`src/hw/rtl/pwsfd_pkg.sv`:
```
// Package for the pulse width serial frame decoder.
// Holds payload structs, status codes, sequencer states and fixed constants.
// No dependencies.
package pwsfd_pkg;

  localparam int DurW    = 15;
  localparam int DvdW    = DurW + 1;
  localparam int CharW   = 7;
  localparam int CountW  = 8;
  localparam int PosW    = 4;

  localparam logic [DurW-1:0]   BIT_TIME_RESET  = 15'd833;
  localparam logic [CountW-1:0] MAX_CHARS_RESET = 8'd85;

  // configuration register indexes
  localparam logic CFG_BIT_TIME  = 1'b0;
  localparam logic CFG_MAX_CHARS = 1'b1;

  // deframer positions: 1..7 are data bits
  localparam logic [PosW-1:0] POS_SEARCH = 4'd0;
  localparam logic [PosW-1:0] POS_PARITY = 4'd8;
  localparam logic [PosW-1:0] POS_STOP   = 4'd9;

  localparam logic [CharW-1:0] CHAR_LF = 7'h0A;
  localparam logic [CharW-1:0] CHAR_CR = 7'h0D;

  typedef enum logic [2:0] {
    ST_CHAR      = 3'd0,
    ST_DONE      = 3'd1,
    ST_PARITY    = 3'd2,
    ST_STOP      = 3'd3,
    ST_NOT_FOUND = 3'd4
  } status_t;

  typedef struct packed {
    logic            level;
    logic [DurW-1:0] duration;
    logic            first_of_block;
    logic            last_of_block;
  } in_item_t;

  typedef struct packed {
    logic [CharW-1:0] char_out;
    status_t          status;
    logic             last;
  } out_item_t;

  typedef enum logic [2:0] {
    S_IDLE,
    S_DIV,
    S_BITS,
    S_END,
    S_FLUSH
  } seq_state_t;

endpackage

```
`src/hw/rtl/pwsfd_div.sv`:
```
// Bit-serial restoring divider: one quotient bit per cycle.
// Used to round pulse durations to bit counts. Depends on pwsfd_pkg.
module pwsfd_div
  import pwsfd_pkg::*;
(
  input  logic            clk,
  input  logic            rst,
  input  logic            start,
  input  logic [DvdW-1:0] dividend,
  input  logic [DurW-1:0] divisor,
  output logic            busy,
  output logic            done,
  output logic [DvdW-1:0] quotient
);

  localparam int StepW = $clog2(DvdW);

  logic [DvdW-1:0]  dvd;
  logic [DurW-1:0]  dsr;
  logic [DurW-1:0]  rem;
  logic [StepW-1:0] step;
  logic [DvdW-1:0]  rem_sh;
  logic             fits;

  assign rem_sh = {rem, dvd[DvdW-1]};
  assign fits   = rem_sh >= {1'b0, dsr};

  always_ff @(posedge clk) begin
    if (rst) begin
      busy <= 1'b0;
      done <= 1'b0;
    end else begin
      done <= 1'b0;
      if (start) begin
        busy <= 1'b1;
        step <= StepW'(DvdW - 1);
        dvd  <= dividend;
        dsr  <= divisor;
        rem  <= '0;
      end else if (busy) begin
        dvd      <= {dvd[DvdW-2:0], 1'b0};
        quotient <= {quotient[DvdW-2:0], fits};
        rem      <= fits ? DurW'(rem_sh - {1'b0, dsr}) : rem_sh[DurW-1:0];
        step     <= step - StepW'(1);
        if (step == '0) begin
          busy <= 1'b0;
          done <= 1'b1;
        end
      end
    end
  end

`ifndef NO_ASSERTIONS
  a_start_busy: assert property (@(posedge clk) disable iff (rst) start |=> busy)
    else $error("divider did not start");
  a_done_after_busy: assert property (@(posedge clk) disable iff (rst)
    done |-> $past(busy) && !busy)
    else $error("done without a running division");
  a_rem_bound: assert property (@(posedge clk) disable iff (rst)
    busy && !$past(start) |-> rem < dsr)
    else $error("partial remainder not below divisor");
`endif

endmodule

```
`src/hw/rtl/pulse_width_serial_frame_decoder.sv`:
```
// Top level of the pulse width serial frame decoder.
// Depends on pwsfd_pkg and pwsfd_div.
//
// Usage:
//   Input channel (in_valid/in_stall/in_data): one captured pulse per transfer,
//   level, duration in ticks, and block start/end marks. in_stall is high while
//   a pulse is being worked on; the block holds one pulse at a time.
//   Output channel (out_valid/out_stall/out_data): zero to two results per
//   pulse; last marks the final result of a pulse.
//   Config channel (cfg_valid/cfg_ready/cfg_index/cfg_data): index 0 bit_time,
//   index 1 max_chars; cfg_ready is always high. Write only while idle.
// Operation: a pulse is accepted, its duration is rounded to a bit count in the
//   bit-serial divider, then its bits (0 to MAX_BITS_PER_PULSE) are applied one
//   per cycle unless a result cannot be buffered, then the block end and the
//   pending result are handled. Pulses seen while halted are accepted and dropped.
// Reset (rst, synchronous): registers go to 833 and 85, decoder state clears,
//   both channels go empty.
// A stalled receiver holds its result in the output register; up to one more
//   result waits inside, and the deframer pauses only when it needs a third.
module pulse_width_serial_frame_decoder
  import pwsfd_pkg::*;
#(
  parameter int MAX_BITS_PER_PULSE = 9
) (
  input  logic            clk,
  input  logic            rst,
  input  logic            in_valid,
  output logic            in_stall,
  input  in_item_t        in_data,
  output logic            out_valid,
  input  logic            out_stall,
  output out_item_t       out_data,
  input  logic            cfg_valid,
  output logic            cfg_ready,
  input  logic            cfg_index,
  input  logic [DurW-1:0] cfg_data
);

  localparam int CntW = $clog2(MAX_BITS_PER_PULSE + 1);

  // configuration
  logic [DurW-1:0]   bit_time;
  logic [CountW-1:0] max_chars;

  // decoder state
  logic [PosW-1:0]   bit_position, bit_position_next;
  logic [CharW-1:0]  char_shift, char_shift_next;
  logic              parity_acc, parity_acc_next;
  logic              prev_was_cr, prev_was_cr_next;
  logic [CountW-1:0] char_count, char_count_next;
  logic              halted, halted_next;

  // sequencer
  seq_state_t        state, state_next;
  logic [CntW-1:0]   bit_cnt, bit_cnt_next;
  logic              item_level, item_level_next;
  logic              item_last, item_last_next;
  logic              pend_valid, pend_valid_next;
  out_item_t         pend, pend_next;
  logic              out_valid_next;
  out_item_t         out_data_next;

  // divider
  logic              div_start;
  logic              div_busy;
  logic              div_done;
  logic [DvdW-1:0]   div_q;
  logic [DurW-1:0]   bt_eff;
  logic [DvdW-1:0]   dividend;

  // one deframer step
  logic              res_v;
  status_t           res_st;
  logic [CharW-1:0]  res_ch;
  logic              out_free;

  assign cfg_ready = 1'b1;
  assign in_stall  = (state != S_IDLE);
  assign out_free  = !out_valid || !out_stall;
  assign bt_eff    = (bit_time == '0) ? DurW'(1) : bit_time;
  assign dividend  = {1'b0, in_data.duration} + {2'b0, bt_eff[DurW-1:1]};

  pwsfd_div u_div (
    .clk      (clk),
    .rst      (rst),
    .start    (div_start),
    .dividend (dividend),
    .divisor  (bt_eff),
    .busy     (div_busy),
    .done     (div_done),
    .quotient (div_q)
  );

  always_ff @(posedge clk) begin
    if (rst) begin
      bit_time  <= BIT_TIME_RESET;
      max_chars <= MAX_CHARS_RESET;
    end else if (cfg_valid && cfg_ready) begin
      unique case (cfg_index)
        CFG_BIT_TIME:  bit_time  <= cfg_data;
        CFG_MAX_CHARS: max_chars <= cfg_data[CountW-1:0];
        default:       ;
      endcase
    end
  end

  always_ff @(posedge clk) begin
    if (rst) begin
      state <= S_IDLE;
    end else begin
      state <= state_next;
    end
  end

  always_ff @(posedge clk) begin
    if (rst) begin
      bit_position <= POS_SEARCH;
      char_shift   <= '0;
      parity_acc   <= 1'b0;
      prev_was_cr  <= 1'b0;
      char_count   <= '0;
      halted       <= 1'b0;
      pend_valid   <= 1'b0;
      out_valid    <= 1'b0;
    end else begin
      bit_position <= bit_position_next;
      char_shift   <= char_shift_next;
      parity_acc   <= parity_acc_next;
      prev_was_cr  <= prev_was_cr_next;
      char_count   <= char_count_next;
      halted       <= halted_next;
      pend_valid   <= pend_valid_next;
      out_valid    <= out_valid_next;
    end
    bit_cnt    <= bit_cnt_next;
    item_level <= item_level_next;
    item_last  <= item_last_next;
    pend       <= pend_next;
    out_data   <= out_data_next;
  end

  // result that the next bit would cause, if any
  always_comb begin
    res_v  = 1'b0;
    res_st = ST_CHAR;
    res_ch = '0;
    if (bit_position == POS_PARITY) begin
      if (parity_acc != item_level) begin
        res_v  = 1'b1;
        res_st = ST_PARITY;
      end else if (char_count < max_chars) begin
        res_v  = 1'b1;
        res_ch = char_shift;
        res_st = (char_shift == CHAR_LF && prev_was_cr) ? ST_DONE : ST_CHAR;
      end
    end else if (bit_position == POS_STOP) begin
      if (item_level) begin
        res_v  = 1'b1;
        res_st = ST_STOP;
      end
    end
  end

  always_comb begin
    state_next        = state;
    bit_position_next = bit_position;
    char_shift_next   = char_shift;
    parity_acc_next   = parity_acc;
    prev_was_cr_next  = prev_was_cr;
    char_count_next   = char_count;
    halted_next       = halted;
    bit_cnt_next      = bit_cnt;
    item_level_next   = item_level;
    item_last_next    = item_last;
    pend_valid_next   = pend_valid;
    pend_next         = pend;
    out_valid_next    = out_valid && out_stall;
    out_data_next     = out_data;
    div_start         = 1'b0;

    unique case (state)
      S_IDLE: begin
        if (in_valid) begin
          item_level_next = in_data.level;
          item_last_next  = in_data.last_of_block;
          if (in_data.first_of_block) begin
            bit_position_next = POS_SEARCH;
            char_shift_next   = '0;
            parity_acc_next   = 1'b0;
            prev_was_cr_next  = 1'b0;
            char_count_next   = '0;
            halted_next       = 1'b0;
          end
          if (in_data.first_of_block || !halted) begin
            div_start  = 1'b1;
            state_next = S_DIV;
          end
        end
      end

      S_DIV: begin
        if (div_done) begin
          if (div_q >= DvdW'(1) && div_q <= DvdW'(MAX_BITS_PER_PULSE)) begin
            bit_cnt_next = div_q[CntW-1:0];
          end else begin
            bit_cnt_next = '0;
          end
          state_next = S_BITS;
        end
      end

      S_BITS: begin
        if (bit_cnt == '0 || halted) begin
          state_next = S_END;
        end else if (!(res_v && pend_valid && !out_free)) begin
          bit_cnt_next = bit_cnt - CntW'(1);
          if (res_v) begin
            if (pend_valid) begin
              out_valid_next = 1'b1;
              out_data_next  = pend;
            end
            pend_valid_next = 1'b1;
            pend_next       = '{char_out: res_ch, status: res_st, last: 1'b0};
          end
          priority if (bit_position == POS_SEARCH) begin
            if (item_level) begin
              bit_position_next = PosW'(1);
              parity_acc_next   = 1'b0;
              char_shift_next   = '0;
            end
          end else if (bit_position == POS_PARITY) begin
            if (res_v && res_st != ST_CHAR) begin
              halted_next = 1'b1;
            end else begin
              bit_position_next = POS_STOP;
              if (res_v) begin
                prev_was_cr_next = (char_shift == CHAR_CR);
                char_count_next  = char_count + CountW'(1);
              end
            end
          end else if (bit_position == POS_STOP) begin
            if (res_v) begin
              halted_next = 1'b1;
            end else begin
              bit_position_next = POS_SEARCH;
            end
          end else begin
            // data bits arrive LSB first; line low is a one
            char_shift_next   = {~item_level, char_shift[CharW-1:1]};
            parity_acc_next   = parity_acc ^ item_level;
            bit_position_next = bit_position + PosW'(1);
          end
        end
      end

      S_END: begin
        if (item_last && !halted) begin
          if (!(pend_valid && !out_free)) begin
            if (pend_valid) begin
              out_valid_next = 1'b1;
              out_data_next  = pend;
            end
            pend_valid_next = 1'b1;
            pend_next       = '{char_out: '0, status: ST_NOT_FOUND, last: 1'b0};
            halted_next     = 1'b1;
            state_next      = S_FLUSH;
          end
        end else begin
          state_next = S_FLUSH;
        end
      end

      S_FLUSH: begin
        if (!pend_valid) begin
          state_next = S_IDLE;
        end else if (out_free) begin
          out_valid_next     = 1'b1;
          out_data_next      = pend;
          out_data_next.last = 1'b1;
          pend_valid_next    = 1'b0;
          state_next         = S_IDLE;
        end
      end

      default: state_next = S_IDLE;
    endcase
  end

`ifndef NO_ASSERTIONS
  a_idle_no_pend: assert property (@(posedge clk) disable iff (rst)
    state == S_IDLE |-> !pend_valid)
    else $error("result left pending between pulses");
  a_pos_range: assert property (@(posedge clk) disable iff (rst)
    bit_position <= POS_STOP)
    else $error("deframer position out of range");
  a_terminal_last: assert property (@(posedge clk) disable iff (rst)
    out_valid && (out_data.status == ST_DONE || out_data.status == ST_PARITY ||
                  out_data.status == ST_STOP || out_data.status == ST_NOT_FOUND)
    |-> out_data.last)
    else $error("terminal status not marked last");
  a_div_only_in_div: assert property (@(posedge clk) disable iff (rst)
    div_busy |-> state == S_DIV)
    else $error("divider running outside division state");
`endif

endmodule

```
`config.mk`:
```
export PLATFORM = sky130hd
export DESIGN_NAME = pulse_width_serial_frame_decoder
export DESIGN_NICKNAME = d
export VERILOG_FILES = /design/src/hw/rtl/pwsfd_pkg.sv /design/src/hw/rtl/pwsfd_div.sv /design/src/hw/rtl/pulse_width_serial_frame_decoder.sv
export SDC_FILE = /design/constraint.sdc
export NUM_CORES = 1
export LEC_CHECK = 0
export ABC_AREA = 1
export BUFFER_PORTS_ARGS = -buffer_cell sky130_fd_sc_hd__buf_4
export CAP_MARGIN = 20
export CORE_MARGIN = 2
export CORE_UTILIZATION = 50
export DETAILED_ROUTE_END_ITERATION = 6
export GPL_TIMING_DRIVEN = 0
export PLACE_DENSITY = 0.68
export SKIP_CTS_REPAIR_TIMING = 1
export SLEW_MARGIN = 30
export SYNTH_ARGS = -nofsm -noshare
export SYNTH_HDL_FRONTEND = slang
export SYNTH_SLANG_ARGS = --single-unit
```
`constraint.sdc`:
```
create_clock -name clk -period 5.71 [get_ports clk]
set_input_delay 1.142 -clock clk [delete_from_list [all_inputs] [get_ports clk]]
set_output_delay 1.142 -clock clk [all_outputs]
set_load 0.05 [all_outputs]
```
-- Word level (Yosys, flattened, before mapping)
Cells that the tools add are included.
- register bits after elaboration: 146
- bits of input ports: 39
- output and inout bits: 14
- add/sub/neg operators: 6
- $lt $le $gt $ge: 4
- eq/ne operators: 34
- muxes and demuxes: 125
- bitwise logic cells: 6
- reductions and logical operators: 44
- operator list (cell ; count):
    11-bit two-way mux ; 13
    7-bit two-way mux ; 11
    8-bit two-way mux ; 8
    4-bit two-way mux ; 15
    1-bit two-way mux ; 49
    15-bit two-way mux ; 3
    11-bit case mux with 3 select lines ; 1
    16-bit two-way mux ; 2
    2-bit != test (second input constant) ; 14
    3-bit two-way mux ; 9
    3-bit != test (second input constant) ; 8
    8-bit AND reduction ; 3
    11-bit case mux with 2 select lines ; 1
    6-bit AND reduction ; 3
    15-bit by 14-bit adder with 16-bit output ; 1
    16-bit by 1-bit greater-or-equal comparator with 1-bit output (second input constant) ; 1
    16-bit by 15-bit greater-or-equal comparator with 1-bit output ; 1
    16-bit by 4-bit less-or-equal comparator with 1-bit output (second input constant) ; 1
    4-bit case mux with 2 select lines ; 2
    8-bit case mux with 2 select lines ; 1
    15-bit zero test ; 1
    3-bit case mux with 5 select lines ; 1
    15-bit subtractor ; 1
    7-bit by 4-bit equality test with 1-bit output (second input constant) ; 2
    31 further kinds ; 67

-- Logic depth before layout (Yosys ltp)
Gate-level depths: netlist of the first run.
- depth in word-level cells: 14
- gate-level depth with buffers: 15

-- Hierarchy
From an unflattened synthesis of the first run, not the netlist that was laid out.
- cells, all modules: 1005
- area total of the unflattened synthesis: 8236.6 um2
- modules (own cells, without submodules) (module ; times used ; cells an instance ; area each (um2)):
    pulse_width_serial_frame_decoder ; 1 ; 599 ; 4545.6
    pwsfd_div ; 1 ; 406 ; 3691.0

-- Worst setup path before layout of the first run
Ideal clock, no wire load.
- path type: in2reg
- start point: in in_valid
- end point: reg u_div.dvd[0], enable pin
- library setup time: 0.476 ns
- arrival: 4.266 ns
- setup slack: 0.968 ns
- cell stages on the path: 6
- buffers on the path: 2
- path through: inv_1 nor2_1 o21ai_1 buf_2 buf_2 o21ai_0
- word-level cells in the longest chain between the ends: 4
- ends and longest elaborated chain (item ; RTL line ; RTL):
    from (decl) ; pulse_width_serial_frame_decoder.sv:27 ; input logic in_valid,
    1-bit two-way mux ; pulse_width_serial_frame_decoder.sv:183 ; if (in_valid) begin
    1-bit two-way mux ; pulse_width_serial_frame_decoder.sv:181 ; unique case (state)
    2-bit nonzero test (no source line) ; -- ;
    2-bit AND reduction (no source line) ; -- ;
    to (signal assigned) ; pwsfd_div.sv:37 ; dvd <= dividend;
    to (signal assigned) ; pwsfd_div.sv:41 ; dvd <= {dvd[DvdW-2:0], 1'b0};
    to (decl) ; pwsfd_div.sv:18 ; logic [DvdW-1:0] dvd;
No other way between the ends.
A chain may end at the register's enable or synchronous reset.

-- Final worst setup path of the first run
- start point: in in_data[2] (netlist bit)
- end point: reg u_div.dvd[10] (data pin)
- word-level cells in the longest chain between the ends: 2
- ends and longest elaborated chain (item ; RTL line ; RTL):
    from (decl) ; pulse_width_serial_frame_decoder.sv:29 ; input in_item_t in_data,
    15-bit by 14-bit adder with 16-bit output ; pulse_width_serial_frame_decoder.sv:81 ; assign dividend = {1'b0, in_data.duration} + {2'b0, bt_eff[DurW-1:1]};
    16-bit two-way mux ; pwsfd_div.sv:34 ; if (start) begin
No other way between the ends.

==> flow_summary.json, run 1 <==
{
  "n_fill_cell": 1439,
  "yosys_warnings": 0,
  "chipWidth_um": 129.6,
  "synth_edf_count": 93,
  "worst_path_max_delay_cell": "fa_1",
  "avgSynthCellArea_um2": 8.587,
  "yosys_register_bits": 145,
  "port_buffers": 51,
  "fin_nets": 1069,
  "routed_wl_um": 17280,
  "drt_iter0_drc": 427,
  "fmax_ghz": 0.3471,
  "rrSetupSlack_ns": 2.90,
  "fp-row-count": 45,
  "fp.dieArea_um2": 16790,
  "crit_start": "in_data[2]",
  "crit_end": "u_div.dvd[10]",
  "synth_top_area_cell": "edfxtp_1",
  "vias": 6252,
  "powerDensity_nw_per_um2": 481.8,
  "seq_area_um2": 3834,
  "final_hold_viol_count": 0,
  "status": "finished, final reports clean",
  "grt_pass1_wl_um": 28100,
  "cp.arrival_ns": 3.03,
  "coreArea_um2": 15310,
  "hold_start": "u_div.quotient[5]",
  "grt_max_degree": 21,
  "synth_top_cells_by_area": "edfxtp_1 (35%), dfxtp_1 (13%), nand2_1 (7.5%), ha_1 (6.2%), inv_1 (5.4%)",
  "syn_area_um2": 7883,
  "ant_nets": 0,
  "worst_slew_pin_slew_ns": 0.7974,
  "slowest_delay_ns": 0.42,
  "cp_max_fo": 3,
  "track_usage_pct": 21.50,
  "fin_crit_ns": 2.881,
  "clk_pin_slew_ns": 0.06,
  "cts_inserted_buffers": 17,
  "syn_to_final_growth_pct": 16.05,
  "diodes": 0,
  "crit_required_ns": 5.86,
  "setup_slack_ns": 2.829,
  "p_leak_nw": 3.967,
  "pre_cts_ws_ns": 2.447,
  "io_pins": 53,
  "worstPathCellList": "buf_4, ha_1, inv_1, fa_1, o21ai_1, a21boi_0, o21ai_1, a21oi_1, xor2_1, o21ai_1",
  "grt_pass1_vias": 5800,
  "ys_seq_area_share_pct": 48.63,
  "antenna_found_initial": 0,
  "synthTopCellsByCount": "nand2_1 (158), inv_1 (114), nor2_1 (111)",
  "ys.flop_type": "edfxtp_1",
  "initial_core_util_pct": 51.47,
  "first_pass_iters": 5,
  "cts_htree_levels": 4,
  "synthCells": 918,
  "cts_root_buf": "clkbuf_16",
  "period_share_pct": 50.45,
  "crit_type": "in2reg",
  "setup_violations": 0,
  "vdd_ir_drop_max_mv": 0.3213,
  "gp_congestion": 0.8802,
  "reg2regPathDepth": 11,
  "multiInputGateArea_um2": 3421,
  "hold_slack_ns": 0.4489,
  "async_flop_share_pct": 0,
  "hold_class": "reg2reg",
  "fin_util_pct": 59.73,
  "clock-sinks": 145,
  "dpl.hpwl_um": 12880,
  "overflow": 0,
  "finalMaxSlewViolations": 0,
  "drc": 0,
  "startpoint_type": "primary input",
  "synth_top_cell_area_share_pct": 35.43,
  "fin_total_pwr_mw": 4.408,
  "yosysMostFrequentCell": "nand2_1",
  "cp_common_cell": "o21ai_1",
  "die_h_um": 129.6,
  "relSlewSlack_pct": 46.65,
  "wl_per_cell_um": 14.24,
  "cap_violations": 0,
  "endpoint_kind": "register",
  "layout-drive-gt1-share_pct": 13.77,
  "fin_skew_ns": 0.006842,
  "rsz0062_at_grt": "no",
  "synth_cell_types": 54,
  "avgViaCountPerCell": 5.154,
  "clk_latency_ns": 0.42,
  "timing.rr.end": "out_data[8]",
  "syn_nets": 998,
  "cts_buffer_depth": 2,
  "r2r-start": "char_count[3]",
  "tritoncts": "yes"
}
## report_power, final
group | switching [mW] | internal, mW | total, mW | leakage, nW
combinational | 1.14 | 0.590 | 1.73 | 2.40
clock | 0.439 | 0.634 | 1.07 | 0.280
sequential | 0.134 | 1.47 | 1.61 | 1.29
## layout make-up
cell class	instances	share of cell area, %
sequential	145	41.91
multi-input combinational	611	37.40
inverter	126	5.184
timing repair buffer	52	4.486
clock inverter	13	1.204
tap	211	2.886
buffer	36	1.860
clock buffer	19	5.075
## cell families after synthesis
family          Yosys count  synth area share, %
fa+ha+maj                41                6.698
buf+inv                 162                8.175
other cells               1              0.04757
flops                   145                48.63
xor+xnor                 25                2.778
compound gates          171                12.02
simple gates            373                21.65
## per-stage QoR
step	instance area [µm²]	setup TNS, ns	cells
3_5_place_dp	8573	0	1181
3_3_place_gp	8529	-24.01	1180
5_1_grt	9148	0	1213
6_report	9148	0	1213
2_1_floorplan	7883	0	918
4_1_cts	9148	0	1213
## worst min path at each step
stage,to,depth (start not counted)
detailed placement,u_div.quotient[8],0
CTS,u_div.quotient[6],0
global route,u_div.quotient[6],0
global placement,u_div.quotient[12],0
finish,u_div.quotient[6],0
floorplan,u_div.quotient[15],0
## flip-flops by register name, summed over array words and instances (netlist names), 8 cells and up
name	count
bit_time	15
char_count	8
max_chars	8
out_data	11
pend	10
u_div.dsr	15
u_div.dvd	16
u_div.quotient	16
u_div.rem	15
## cells in the final DEF (no fill, tap or decap), types with 4 or more instances in the layout
cell type and instances:
nand4_1 15, dfxtp_1 52, clkbuf_1 24, buf_4 52, a21oi_1 68, nand2_4 5
o21ai_1 15, nand3_1 37, ha_1 39, inv_2 9, nor2_4 4, o31ai_1 5
nor2_2 5, clkbuf_16 18, buf_2 7, xor2_1 16, nand2_2 4, o21a_1 4
nor3_1 15, nor4_1 8, nand2_1 158, edfxtp_1 93, xnor2_1 9, o21ai_0 58
inv_1 114, clkinv_2 6, o211ai_1 5, nor2_1 109
## worst max-delay path, delay by kind of cell
kind | cells | cell delay (ns)
XOR/XNOR | 1 | 0.20
adder cells (fa/ha/maj) | 2 | 0.58
buffers and inverters | 2 | 0.15
AO/OA/AOI/OAI | 5 | 0.97
## metal layers
| layer | vias to the layer above | wire length, µm | part of all wire [%] | GRT usage (%) |
|---|---|---|---|---|
| li1 | 3218 | - | - | - |
| met5 | - | 0 | 0 | 0 |
| met2 | 156 | 7644 | 44 | 32.00 |
| met3 | 20 | 880 | 5.1 | 4.666 |
| met4 | 0 | 258 | 1.5 | 6.452 |
| met1 | 2858 | 8494 | 49 | 31.55 |
(Power assumes the default switching activity.)
==> run 2: changes to the inputs <==
--- a/config.mk
+++ b/config.mk
@@ -5,7 +5,7 @@
 export SDC_FILE = /design/constraint.sdc
 export NUM_CORES = 1
 export LEC_CHECK = 0
-export ABC_AREA = 1
+export ABC_AREA = 0
 export BUFFER_PORTS_ARGS = -buffer_cell sky130_fd_sc_hd__buf_4
 export CAP_MARGIN = 20
 export CORE_MARGIN = 2
==> constraint.sdc (replaced) <==
create_clock -name clk -period 2.9 [get_ports clk]
set_input_delay 0.58 -clock clk [delete_from_list [all_inputs] [get_ports clk]]
set_output_delay 0.58 -clock clk [all_outputs]
set_load 0.05 [all_outputs]
==> run 2 against run 1 <==
Compared with the run above:
- sequential share of layout area grew 0.70 points
- largest cell class unchanged
- core utilization shrank 0.087 points
- die area shrank 2.5%
- global-route usage grew 0.63 points
- hold slack lost 0.11 ns
- sequential cell count is the same
- cell count shrank 12%
- clock power grew 110%
- highest routed layer unchanged
- first-iteration DRC count grew 26%
==> flow_summary.json, run 2 <==
{
  "antenna_found_initial": 0,
  "setup_violations": 0,
  "slowest_delay_ns": 0.64,
  "clk_latency_ns": 0.43,
  "fin_crit_ns": 2.803,
  "syn_to_final_growth_pct": 17.17,
  "endpoint_kind": "register",
  "crit_type": "reg2reg",
  "synthCells": 800,
  "ys.flop_type": "edfxtp_1",
  "routed_wl_um": 17390,
  "crit_required_ns": 2.95,
  "grt_max_degree": 21,
  "period_share_pct": 96.66,
  "first_pass_iters": 5,
  "vdd_ir_drop_max_mv": 0.4660,
  "cts_buffer_depth": 2,
  "layout-drive-gt1-share_pct": 12.88,
  "die_h_um": 127.9,
  "yosys_warnings": 0,
  "cp_max_fo": 10,
  "tns_ns": 0,
  "coreArea_um2": 15090,
  "worst_slew_pin_slew_ns": 0.8593,
  "drt_iter0_drc": 537,
  "avgViaCountPerCell": 5.664,
  "mostFrequentLayoutCells": "nand2_1 (115), edfxtp_1 (93), a21oi_1 (64), buf_4 (54), o21ai_0 (52)",
  "cts_inserted_buffers": 17,
  "worstPathCellList": "inv_1, ha_1, a22o_1, nor4_2, o21a_1, nor3_1, o21a_1, a211oi_2",
  "worst_path_max_delay_cell": "a211oi_2",
  "overflow": 0,
  "synth_cell_types": 63,
  "setup_slack_ns": 0.09695,
  "hold_slack_ns": 0.3404,
  "avgSynthCellArea_um2": 9.601,
  "synth_top_area_cell": "edfxtp_1",
  "largestRegisters": "u_div.dvd: 16 flops, u_div.quotient: 16 flops",
  "clock-sinks": 145,
  "io_pins": 53,
  "final_common_cell": "nand2_1",
  "fin_nets": 952,
  "async_flop_share_pct": 0,
  "ys_seq_area_share_pct": 49.91,
  "syn_area_um2": 7681,
  "startpoint_type": "register",
  "finalMaxSlewViolations": 0,
  "grt_pass1_wl_um": 28450,
  "pre_cts_ws_ns": -0.08525,
  "final_hold_viol_count": 0,
  "track_usage_pct": 22.13,
  "yosysMostFrequentCell": "nand2_1",
  "fmax_ghz": 0.3568,
  "dpl.hpwl_um": 12860,
  "diodes": 0,
  "initial_core_util_pct": 50.90,
  "status": "finished, final reports clean",
  "cp.arrival_ns": 2.85,
  "grt_pass1_vias": 5985,
  "ant_nets": 0,
  "fp-row-count": 45,
  "relSlewSlack_pct": 42.65,
  "hold_class": "in2reg",
  "fp.dieArea_um2": 16370,
  "cts_root_buf": "clkbuf_16",
  "port_buffers": 51,
  "vias": 6077,
  "fin_total_pwr_mw": 5.372,
  "yosys_register_bits": 145,
  "synth_edf_count": 93,
  "drc": 0,
  "cts_htree_levels": 4,
  "clk_pin_slew_ns": 0.06,
  "wl_per_cell_um": 16.21,
  "synth_top_cell_area_share_pct": 36.36,
  "tritoncts": "yes",
  "synthTopCellsByCount": "nand2_1 (115), edfxtp_1 (93), a21oi_1 (65)",
  "chipWidth_um": 127.9,
  "p_leak_nw": 3.374,
  "cap_violations": 0,
  "fin_skew_ns": 0.007870,
  "syn_nets": 880,
  "powerDensity_nw_per_um2": 596.9,
  "rsz0062_at_grt": "yes",
  "synth_top_cells_by_area": "edfxtp_1 (36%), dfxtp_1 (14%), ha_1 (6.4%), nand2_1 (5.6%), a21oi_1 (4.2%)",
  "cp_common_cell": "o21a_1",
  "gp_congestion": 0.8944
}
==> run 2: where the power goes <==
group	total (mW)	internal, mW	leakage (nW)	switching (mW)
registers	2.38	2.33	1.26	0.0504
clock network	2.20	1.35	0.302	0.844
logic	0.800	0.327	1.82	0.473
==> run 2: critical path, delay by kind of cell, from the launching register on <==
family / cells / cell delay (ns)
AOI/OAI and AO/OA: 4 / 1.37
and+or+nand+nor: 2 / 0.36
DFF: 1 / 0.34
adders and majority gates: 1 / 0.30
buffers and inverters: 1 / 0.05
==> run 2: cell families after synthesis <==
| kind of cell | count (synthesis) | share of synthesized area (%) |
|---|---|---|
| AND/OR/NAND/NOR | 297 | 18.81 |
| AO/OA/AOI/OAI | 197 | 16.18 |
| flip-flops | 145 | 49.91 |
| buffers and inverters | 88 | 4.594 |
| adder cells (fa/ha/maj) | 41 | 6.874 |
| XOR/XNOR | 28 | 3.193 |
| multiplexers | 3 | 0.3910 |
| other | 1 | 0.04882 |
==> run 2: worst paths after layout <==
kind	start	end	cells after the start	slack, ns
setup reg to reg	max_chars[7]	out_data[3]	8	0.1
setup / recovery	max_chars[7]	out_data[3]	8	0.1
hold / removal	in_data[0]	item_last	1	0.34
hold reg to reg	u_div.quotient[6]	u_div.quotient[7]	0	0.46
==> run 2: through the flow <==
step / area (µm²) / utilization [%] / std cells
after CTS: 8957 / 59.36 / 1072
after global routing: 9000 / 59.64 / 1073
after detailed placement: 8353 / 55.36 / 1040
after floorplan: 7689 / - / 800
final: 9000 / 59.64 / 1073
after global placement: 8307 / 55.05 / 1039
==> run 2: per-layer routing <==
metal | GRT usage [%] | share of wire [%] | wire length (µm) | up-vias
met5 | 0 | 0 | 0 | -
met4 | 8.145 | 1.6 | 276 | 0
met3 | 5.801 | 5.2 | 906 | 25
met2 | 34.26 | 45 | 7910 | 148
met1 | 30.12 | 48 | 8301 | 2891
li1 | - | - | - | 3013
==> run 2: cell type report <==
cell class | instances | area, µm²
inverters | 46 | 172.7
clock inverters | 5 | 35.03
well taps | 188 | 235.2
multi-input cells | 567 | 3546
plain buffers | 41 | 181.4
repair buffers | 54 | 425.4
clock buffers | 27 | 569.3
fillers | 1285 | 6090
flip-flops and latches | 145 | 3835
